`config.mk`:
```
export PLATFORM = sky130hd
export DESIGN_NAME = mhp_fcs_unit
export DESIGN_NICKNAME = d
export VERILOG_FILES = /design/src/hw/rtl/mhp_pkg.sv /design/src/hw/rtl/mhp_fcs_unit.sv
export SDC_FILE = /design/constraint.sdc
export NUM_CORES = 1
export LEC_CHECK = 0
export BUFFER_PORTS_ARGS = -buffer_cell sky130_fd_sc_hd__buf_4
export CAP_MARGIN = 30
export CELL_PAD_IN_SITES_DETAIL_PLACEMENT = 1
export CELL_PAD_IN_SITES_GLOBAL_PLACEMENT = 2
export CORE_ASPECT_RATIO = 1.5
export CORE_MARGIN = 3
export CORE_UTILIZATION = 38
export DETAILED_ROUTE_END_ITERATION = 7
export PLACE_DENSITY = 0.85
export SLEW_MARGIN = 20
export SYNTH_ARGS = -nofsm -noshare
export SYNTH_HDL_FRONTEND = slang
export SYNTH_SLANG_ARGS = --single-unit
```
`constraint.sdc`:
```
create_clock -name clk -period 2.9 [get_ports clk]
set_input_delay 0.58 -clock clk [delete_from_list [all_inputs] [get_ports clk]]
set_output_delay 0.58 -clock clk [all_outputs]
set_load 0.1 [all_outputs]
```
`src/hw/rtl/mhp_pkg.sv`:
```
// Shared types, constants and functions for the MAC header parser.
// No dependencies; imported by mhp_fcs_unit, the top level and mhp_checker.
`timescale 1ns / 1ps

package mhp_pkg;

    localparam logic [15:0] CRC_POLY      = 16'h1021;
    localparam logic [15:0] CRC_POLY_REFL = 16'h8408;
    localparam logic [7:0]  BASE_HDR      = 8'd3;
    localparam logic [7:0]  SEC_FIXED     = 8'd5;
    localparam logic [8:0]  FCS_BYTES     = 9'd2;
    localparam logic [7:0]  POS_MAX       = 8'd255;

    localparam logic [1:0] ADDR_NONE  = 2'd0;
    localparam logic [1:0] ADDR_RSVD  = 2'd1;
    localparam logic [1:0] ADDR_SHORT = 2'd2;
    localparam logic [1:0] ADDR_LONG  = 2'd3;

    localparam logic [1:0] KEYID_IMPLICIT = 2'd0;
    localparam logic [1:0] KEYID_INDEX    = 2'd1;
    localparam logic [1:0] KEYID_SRC4     = 2'd2;
    localparam logic [1:0] KEYID_SRC8     = 2'd3;

    typedef enum logic [1:0] {
        STATUS_GOOD      = 2'd0,
        STATUS_MISMATCH  = 2'd1,
        STATUS_MALFORMED = 2'd2
    } status_t;

    typedef struct packed {
        logic [7:0] data_byte;
        logic       last_byte;
    } in_item_t;

    typedef struct packed {
        logic [15:0] frame_control;
        logic [7:0]  seq_num;
        logic [15:0] dst_pan;
        logic [63:0] dst_address;
        logic [15:0] src_pan;
        logic [63:0] src_address;
        logic [7:0]  security_control;
        logic [31:0] frame_counter;
        logic [63:0] key_source;
        logic [7:0]  key_index;
        logic [6:0]  payload_length;
        status_t     status;
    } result_t;

    typedef struct packed {
        logic step;
        logic feed;
        logic clear;
    } fcs_ctl_t;

    function automatic logic [3:0] addr_len(input logic [1:0] mode);
        logic [3:0] len;
        unique case (mode)
            ADDR_NONE:  len = 4'd0;
            ADDR_SHORT: len = 4'd2;
            ADDR_RSVD:  len = 4'd8;
            ADDR_LONG:  len = 4'd8;
            default:    len = 4'd8;
        endcase
        return len;
    endfunction

    function automatic logic [3:0] keyid_len(input logic [1:0] mode);
        logic [3:0] len;
        unique case (mode)
            KEYID_IMPLICIT: len = 4'd0;
            KEYID_INDEX:    len = 4'd1;
            KEYID_SRC4:     len = 4'd5;
            KEYID_SRC8:     len = 4'd9;
            default:        len = 4'd0;
        endcase
        return len;
    endfunction

    // Reflected CRC-16, one byte, LSB first.
    function automatic logic [15:0] crc_byte(input logic [15:0] crc, input logic [7:0] b);
        logic [15:0] c;
        c = crc ^ {8'h00, b};
        for (int i = 0; i < 8; i++) begin
            if (c[0])
                c = (c >> 1) ^ CRC_POLY_REFL;
            else
                c = c >> 1;
        end
        return c;
    endfunction

endpackage

```
`src/hw/rtl/mhp_fcs_unit.sv`:
```
// FCS delay line and running reflected CRC-16 for the MAC header parser.
// Depends on mhp_pkg (crc_byte, fcs_ctl_t).
`timescale 1ns / 1ps

module mhp_fcs_unit
    import mhp_pkg::*;
(
    input  logic       clk,
    input  logic       rst_n,
    input  fcs_ctl_t   ctl,
    input  logic [7:0] data_byte,
    output logic       fcs_match
);

    logic [7:0]  dly0_reg;
    logic [7:0]  dly1_reg;
    logic [15:0] crc_reg;
    logic [15:0] crc_next;

    assign crc_next  = ctl.feed ? crc_byte(crc_reg, dly0_reg) : crc_reg;
    assign fcs_match = ({data_byte, dly1_reg} == crc_next);

    always_ff @(posedge clk or negedge rst_n)
    begin
        if (!rst_n)
        begin
            dly0_reg <= '0;
            dly1_reg <= '0;
            crc_reg  <= '0;
        end
        else if (ctl.step)
        begin
            if (ctl.clear)
            begin
                dly0_reg <= '0;
                dly1_reg <= '0;
                crc_reg  <= '0;
            end
            else
            begin
                dly0_reg <= dly1_reg;
                dly1_reg <= data_byte;
                crc_reg  <= crc_next;
            end
        end
    end

endmodule

```
==> flow_metrics.env, run 1 <==
export IMPL_critical_path_endpoint_type="primary output"
export IMPL_path_class="reg2out"
export IMPL_grtUsageTotal_pct=19.2
export IMPL_cp_required_ns=2.32
export IMPL_largest_reg_flops=16
export IMPL_outcome="finished with violations"
export IMPL_cts_sinks=32
export IMPL_hold_viol=0
export IMPL_synth_area_sq_mm=0.00214
export IMPL_synthSimpleGateAreaFrac_pct=10.7
export IMPL_gp_congestion=0.818
export IMPL_max_cap_violations=0
export IMPL_grt_pass1_vias=1892
export IMPL_die_area_sq_mm=0.00660
export IMPL_synth_top_family_by_area="XOR/XNOR gates"
export IMPL_muxShareOfSynthArea_pct=0
export IMPL_setup_ws_ns=-0.105
export IMPL_period_needed_ns=3.01
export IMPL_layout_cells_non_filler=327
export IMPL_pwr_share_comb_pct=58.9
export IMPL_numCtsBuffers=5
export IMPL_reg2regPathDepth=7
export IMPL_synth_warnings=0
export IMPL_via_count=1787
export IMPL_p_sw_mw=1.02
export IMPL_fillers=659
export IMPL_dp_slack_ns=-0.0183
export IMPL_rsz0062_at_grt="yes"
export IMPL_path_clk_slew_ns=0.07
export IMPL_synth_largest_area_cell="dfrtp_1"
export IMPL_worst_pin_slew_ns=0.547
export IMPL_clk_latency_ns=0.29
export IMPL_rr_startpoint="dly0_reg[6]$_DFFE_PN0P_"
export IMPL_worst_hold_slack_ns=0.231
export IMPL_dpl_hpwl_microns=4130
export IMPL_ant_nets=0
export IMPL_dieHeight_microns=98.0
export IMPL_power_total_mw=2.53
export IMPL_setup_viol=1
export IMPL_grt_max_degree=33
export IMPL_synth_compound_area_share_pct=19.8
export IMPL_start_util_pct=40.6
export IMPL_drt_iter0_drc=84
export IMPL_most_common_layout_cells="36 x inv_1, 32 x dfrtp_1, 29 x buf_4"
export IMPL_avgSynthCellArea_sq_um=9.20
export IMPL_power_frac_seq_pct=26.8
export IMPL_core_area_sq_mm=0.00529
export IMPL_row_count=32
export IMPL_pin_count=14
export IMPL_yosys_area_top_type_share_pct=37.3
export IMPL_numPortBuffers=13
export IMPL_grt_antenna_before_repair=0
export IMPL_antenna_cells=0
export IMPL_synth_cells=233
export IMPL_relSlewSlack_pct=63.5
export IMPL_skew_ns=0.00616
export IMPL_ctsLongestPathBuffers=2
export IMPL_die_w_microns=67.3
export IMPL_yosysSeqAreaShare_pct=37.3
export IMPL_final_common_cell="inv_1"
export IMPL_syn_num_nets=246
export IMPL_cp_arrival_ns=2.43
export IMPL_vias_per_cell=5.46
export IMPL_failed_checks="setup timing"
export IMPL_dp_cells=317
export IMPL_finalCritPeriodShare_pct=104
export IMPL_final_util_pct=48.2
export IMPL_worstPathMaxFanout=2
export IMPL_ys_types=33
export IMPL_drive_gt1_share_pct=18.5
export IMPL_synthAdderAreaFrac_pct=0
export IMPL_drt_wl_total_microns=5580
export IMPL_synth_area_leaders="dfrtp_1 37%, xnor2_1 11%, inv_1 6.3%"
export IMPL_wl_per_cell_microns=17.1
export IMPL_min_path_type="in2async"
export IMPL_peakVddDrop_mv=0.420
export IMPL_nNetsFinal=271
export IMPL_first_pass_iters=4
export IMPL_yosys_area_share_xor_xnor_pct=23.5
export IMPL_overflow=0
export IMPL_power_density_mw_per_mm2=993
export IMPL_leakagePower_nw=1.06
export IMPL_htreeDepth=2
export IMPL_cts_tree="yes"
export IMPL_max_freq_mhz=333
export IMPL_area_delta_synth_final_pct=18.9
export IMPL_synth_seq_cells=32
export IMPL_drv_slew=0
export IMPL_reg2reg_slack_ns=1.29
export IMPL_grt_pass1_wl_microns=9460
export IMPL_pwr_share_clk_pct=14.3
export IMPL_route_detailed_drc=0
export IMPL_r2r_end="crc_reg[9]$_DFFE_PN0P_"
export IMPL_root_buffer="clkbuf_8"
export IMPL_cell_internal_pwr_mw=1.51
export IMPL_start_kind="flip-flop"
export IMPL_switching_share_pct=40.2
==> worst max-delay path by stage <==
| stage | start | end | slack, ns | depth (start not counted) |
|---|---|---|---|---|
| after floorplan | dly0_reg[2]$_DFFE_PN0P_ | fcs_match | -0.22 | 6 |
| after global placement | data_byte[5] | fcs_match | -0.02 | 7 |
| after detailed placement | data_byte[5] | fcs_match | -0.02 | 7 |
| after CTS | dly0_reg[0]$_DFFE_PN0P_ | fcs_match | -0.18 | 7 |
| after global routing | dly0_reg[6]$_DFFE_PN0P_ | fcs_match | -0.27 | 7 |
| final | dly0_reg[6]$_DFFE_PN0P_ | fcs_match | -0.11 | 7 |
==> per-stage QoR <==
step                cell area [sq um]  TNS (ns)
floorplan                        2170    -0.218
global placement                 2420   -0.0241
detailed placement               2420   -0.0183
CTS                              2530    -0.177
global route                     2550    -0.266
finish                           2550    -0.105
==> cells in the mapped netlist <==
library cell	number
a211o_1	1
a21oi_1	10
a221oi_1	4
a222oi_1	2
a22oi_1	9
a32oi_1	1
and2_1	1
buf_1	1
buf_2	1
clkbuf_1	11
dfrtp_1	32
inv_1	36
nand2_1	3
nand2b_1	1
nand3_1	1
nand3b_1	16
nand4_1	1
nand4b_1	1
nor2_1	10
nor3_1	2
nor4_2	1
o2111ai_1	2
o211ai_1	2
o21ai_0	19
o21bai_1	1
o22ai_1	16
or2_0	1
xnor2_1	27
xnor2_2	5
xnor2_4	1
xnor3_1	2
xor2_1	11
xor2_2	1
==> cell families after synthesis <==
logic type | after synthesis
AO/OA/AOI/OAI | 67
buffers and inverters | 49
XOR/XNOR | 47
AND/OR/NAND/NOR | 38
flip-flops | 32
==> what timing repair did <==
| item | in CTS | in global routing |
|---|---|---|
| cloned | 0 | 0 |
| gates resized for setup | 4 | 0 |
| pin swaps | 0 | 1 |
| endpoints found under the setup margin | 1 | 1 |
| hold buffers | 0 | 0 |
| setup buffers | 0 | 2 |
==> final cells by class <==
cell class	count	area (sq um)	share of cell area, %
clock buffer	8	90.1	3.53
tap	68	85.1	3.34
timing repair buffer	31	240	9.42
sequential	32	801	31.4
inverter	36	135	5.30
multi-input combinational	152	1200	47.0
==> metal layers <==
layer	part of all wire (%)	up-vias	GRT usage [%]
met5	0	-	0
met4	2.1	0	7.66
met3	3.2	9	2.88
met2	53	38	32.6
met1	42	895	23.6
li1	-	845	-
==> power groups by stage <==
stage                     logic (mW)  clock network (mW)  registers, mW
final                           1.49               0.362          0.679
after CTS                       1.48               0.372          0.680
after global placement          1.44                   0          0.684
after global routing            1.64               0.392          0.700
after detailed placement        1.45                   0          0.689
after floorplan                 1.02                   0          0.666
==> worst max-delay path, stage by stage (launching register included) <==
cell       delay, ns
dfrtp_1         0.41
xor2_2          0.27
xnor2_1         0.13
or2_0           0.20
a222oi_1        0.36
o2111ai_2       0.18
nor4_4          0.33
buf_6           0.26
No activity file was read; power rests on OpenSTA's default activity.
==> inputs of run 2 (changes only) <==
Settings changed: CELL_PAD_IN_SITES_DETAIL_PLACEMENT 1 to 0, CELL_PAD_IN_SITES_GLOBAL_PLACEMENT 2 to 1, CORE_UTILIZATION 38 to 47, HOLD_SLACK_MARGIN set to 0.15, PLACE_DENSITY 0.85 to 0.86.
==> run 2 against run 1 <==
Compared with the run above: sequential share of layout area is 0.13 points higher; the run still ends with setup timing left; global-route usage grew 1.4 points; via count shrank 4.1%; combinational power about the same; register-to-register slack got worse by 0.15 ns.
==> flow_metrics.env, run 2 (synthesis results as in run 1) <==
export IMPL_outcome="finished with violations"
export IMPL_failed_checks="setup timing"
export IMPL_root_buffer="clkbuf_8"
export IMPL_drt_iter0_drc=68
export IMPL_worstPathMaxFanout=4
export IMPL_setup_ws_ns=-0.113
export IMPL_numPortBuffers=13
export IMPL_clk_latency_ns=0.29
export IMPL_peakVddDrop_mv=0.431
export IMPL_rsz0062_at_grt="yes"
export IMPL_final_util_pct=59.0
export IMPL_route_detailed_drc=0
export IMPL_cts_tree="yes"
export IMPL_dpl_hpwl_microns=3470
export IMPL_die_area_sq_mm=0.00543
export IMPL_finalCritPeriodShare_pct=104
export IMPL_grt_pass1_vias=1693
export IMPL_max_freq_mhz=332
export IMPL_power_total_mw=2.54
export IMPL_period_needed_ns=3.01
export IMPL_max_cap_violations=0
export IMPL_area_delta_synth_final_pct=18.8
export IMPL_start_util_pct=49.7
export IMPL_die_w_microns=61.2
export IMPL_ant_nets=0
export IMPL_grt_pass1_wl_microns=8210
export IMPL_overflow=0
export IMPL_grt_max_degree=51
export IMPL_critical_path_endpoint_type="primary output"
export IMPL_skew_ns=0.00481
export IMPL_numCtsBuffers=5
export IMPL_fillers=397
export IMPL_cp_required_ns=2.32
export IMPL_min_path_type="in2async"
export IMPL_relSlewSlack_pct=65.9
export IMPL_dieHeight_microns=88.7
export IMPL_layout_cells_non_filler=306
export IMPL_setup_viol=1
export IMPL_first_pass_iters=4
export IMPL_via_count=1713
export IMPL_core_area_sq_mm=0.00432
export IMPL_most_common_layout_cells="36 x inv_1, 31 x buf_4, 30 x dfrtp_1"
export IMPL_cp_arrival_ns=2.43
export IMPL_nNetsFinal=272
export IMPL_leakagePower_nw=1.06
export IMPL_start_kind="flip-flop"
export IMPL_path_clk_slew_ns=0.07
export IMPL_grtUsageTotal_pct=20.5
export IMPL_worst_pin_slew_ns=0.512
export IMPL_antenna_cells=0
export IMPL_largest_reg_flops=16
export IMPL_path_class="reg2out"
export IMPL_finalSetupTns_ns=-0.113
export IMPL_wl_per_cell_microns=16.0
export IMPL_row_count=29
export IMPL_final_common_cell="inv_1"
export IMPL_power_density_mw_per_mm2=998
export IMPL_grt_antenna_before_repair=0
export IMPL_gp_congestion=0.969
export IMPL_vias_per_cell=5.60
export IMPL_drt_wl_total_microns=4890
export IMPL_hold_viol=0
export IMPL_pin_count=14
export IMPL_drv_slew=0
export IMPL_drive_gt1_share_pct=20.0
export IMPL_ctsLongestPathBuffers=2
export IMPL_htreeDepth=2
export IMPL_cts_sinks=32
export IMPL_dp_cells=294
[run 2: through the flow]
| step | hold slack (ns) | worst slack (ns) | cell area, sq um |
|---|---|---|---|
| global placement | 0.485 | 0.0968 | 2390 |
| floorplan | 0.284 | -0.218 | 2170 |
| global route | 0.255 | -0.208 | 2550 |
| detailed placement | 0.508 | 0.0760 | 2390 |
| CTS | 0.244 | -0.0881 | 2510 |
| finish | 0.222 | -0.113 | 2550 |
[run 2: area by class of cell]
cell class                 instances  area [sq um]  share of cell area [%]
tap                               46          57.6                    2.26
clock inverter                     2          10.0                   0.393
multi-input combinational        152          1210                    47.7
inverter                          36           135                    5.30
clock buffer                       6          82.6                    3.24
timing repair buffer              32           244                    9.58
sequential                        32           803                    31.5
[run 2: routing by layer]
| layer | up-vias | track usage, % | wire length [microns] |
|---|---|---|---|
| met5 | - | 0 | 0 |
| met4 | 0 | 9.66 | 149 |
| met3 | 11 | 3.65 | 179 |
| met1 | 809 | 26.0 | 2110 |
| li1 | 851 | - | - |
| met2 | 42 | 33.2 | 2450 |
[run 2: path summary, 6_finish.rpt]
check	slack, ns	end	cells past startpoint	start
setup / recovery	-0.11	fcs_match	9	crc_reg[6]$_DFFE_PN0P_
max in group asynchronous	2.34	crc_reg[1]$_DFFE_PN0P_	1	rst_n
min in group clk	0.52	dly0_reg[7]$_DFFE_PN0P_	2	dly1_reg[7]$_DFFE_PN0P_
setup reg to reg	1.14	crc_reg[9]$_DFFE_PN0P_	8	crc_reg[6]$_DFFE_PN0P_
hold / removal	0.22	dly0_reg[3]$_DFFE_PN0P_	1	rst_n
hold reg to reg	0.52	dly0_reg[7]$_DFFE_PN0P_	2	dly1_reg[7]$_DFFE_PN0P_
[run 2: where the power goes]
group	total, mW	internal (mW)	switching, mW
combinational	1.50	0.796	0.704
clock	0.357	0.189	0.167
sequential	0.686	0.553	0.133
[run 2: worst max-delay path, stage by stage, from the launching register on]
cell and delay, ns:
dfrtp_1 0.41, xor2_2 0.20, buf_4 0.15, xnor2_2 0.19
buf_4 0.17, o211ai_1 0.10, a221oi_2 0.28, o2111ai_1 0.20
nor4_4 0.19, buf_6 0.26
[run 2: what timing repair did]
item / in CTS / in global routing
endpoints found under the setup margin: 1 / 1
endpoints found under the hold margin: 0 / 0
setup buffers: 2 / 2
hold buffers: 0 / 0
gates resized for setup: 4 / 2
pin swaps: 1 / 2
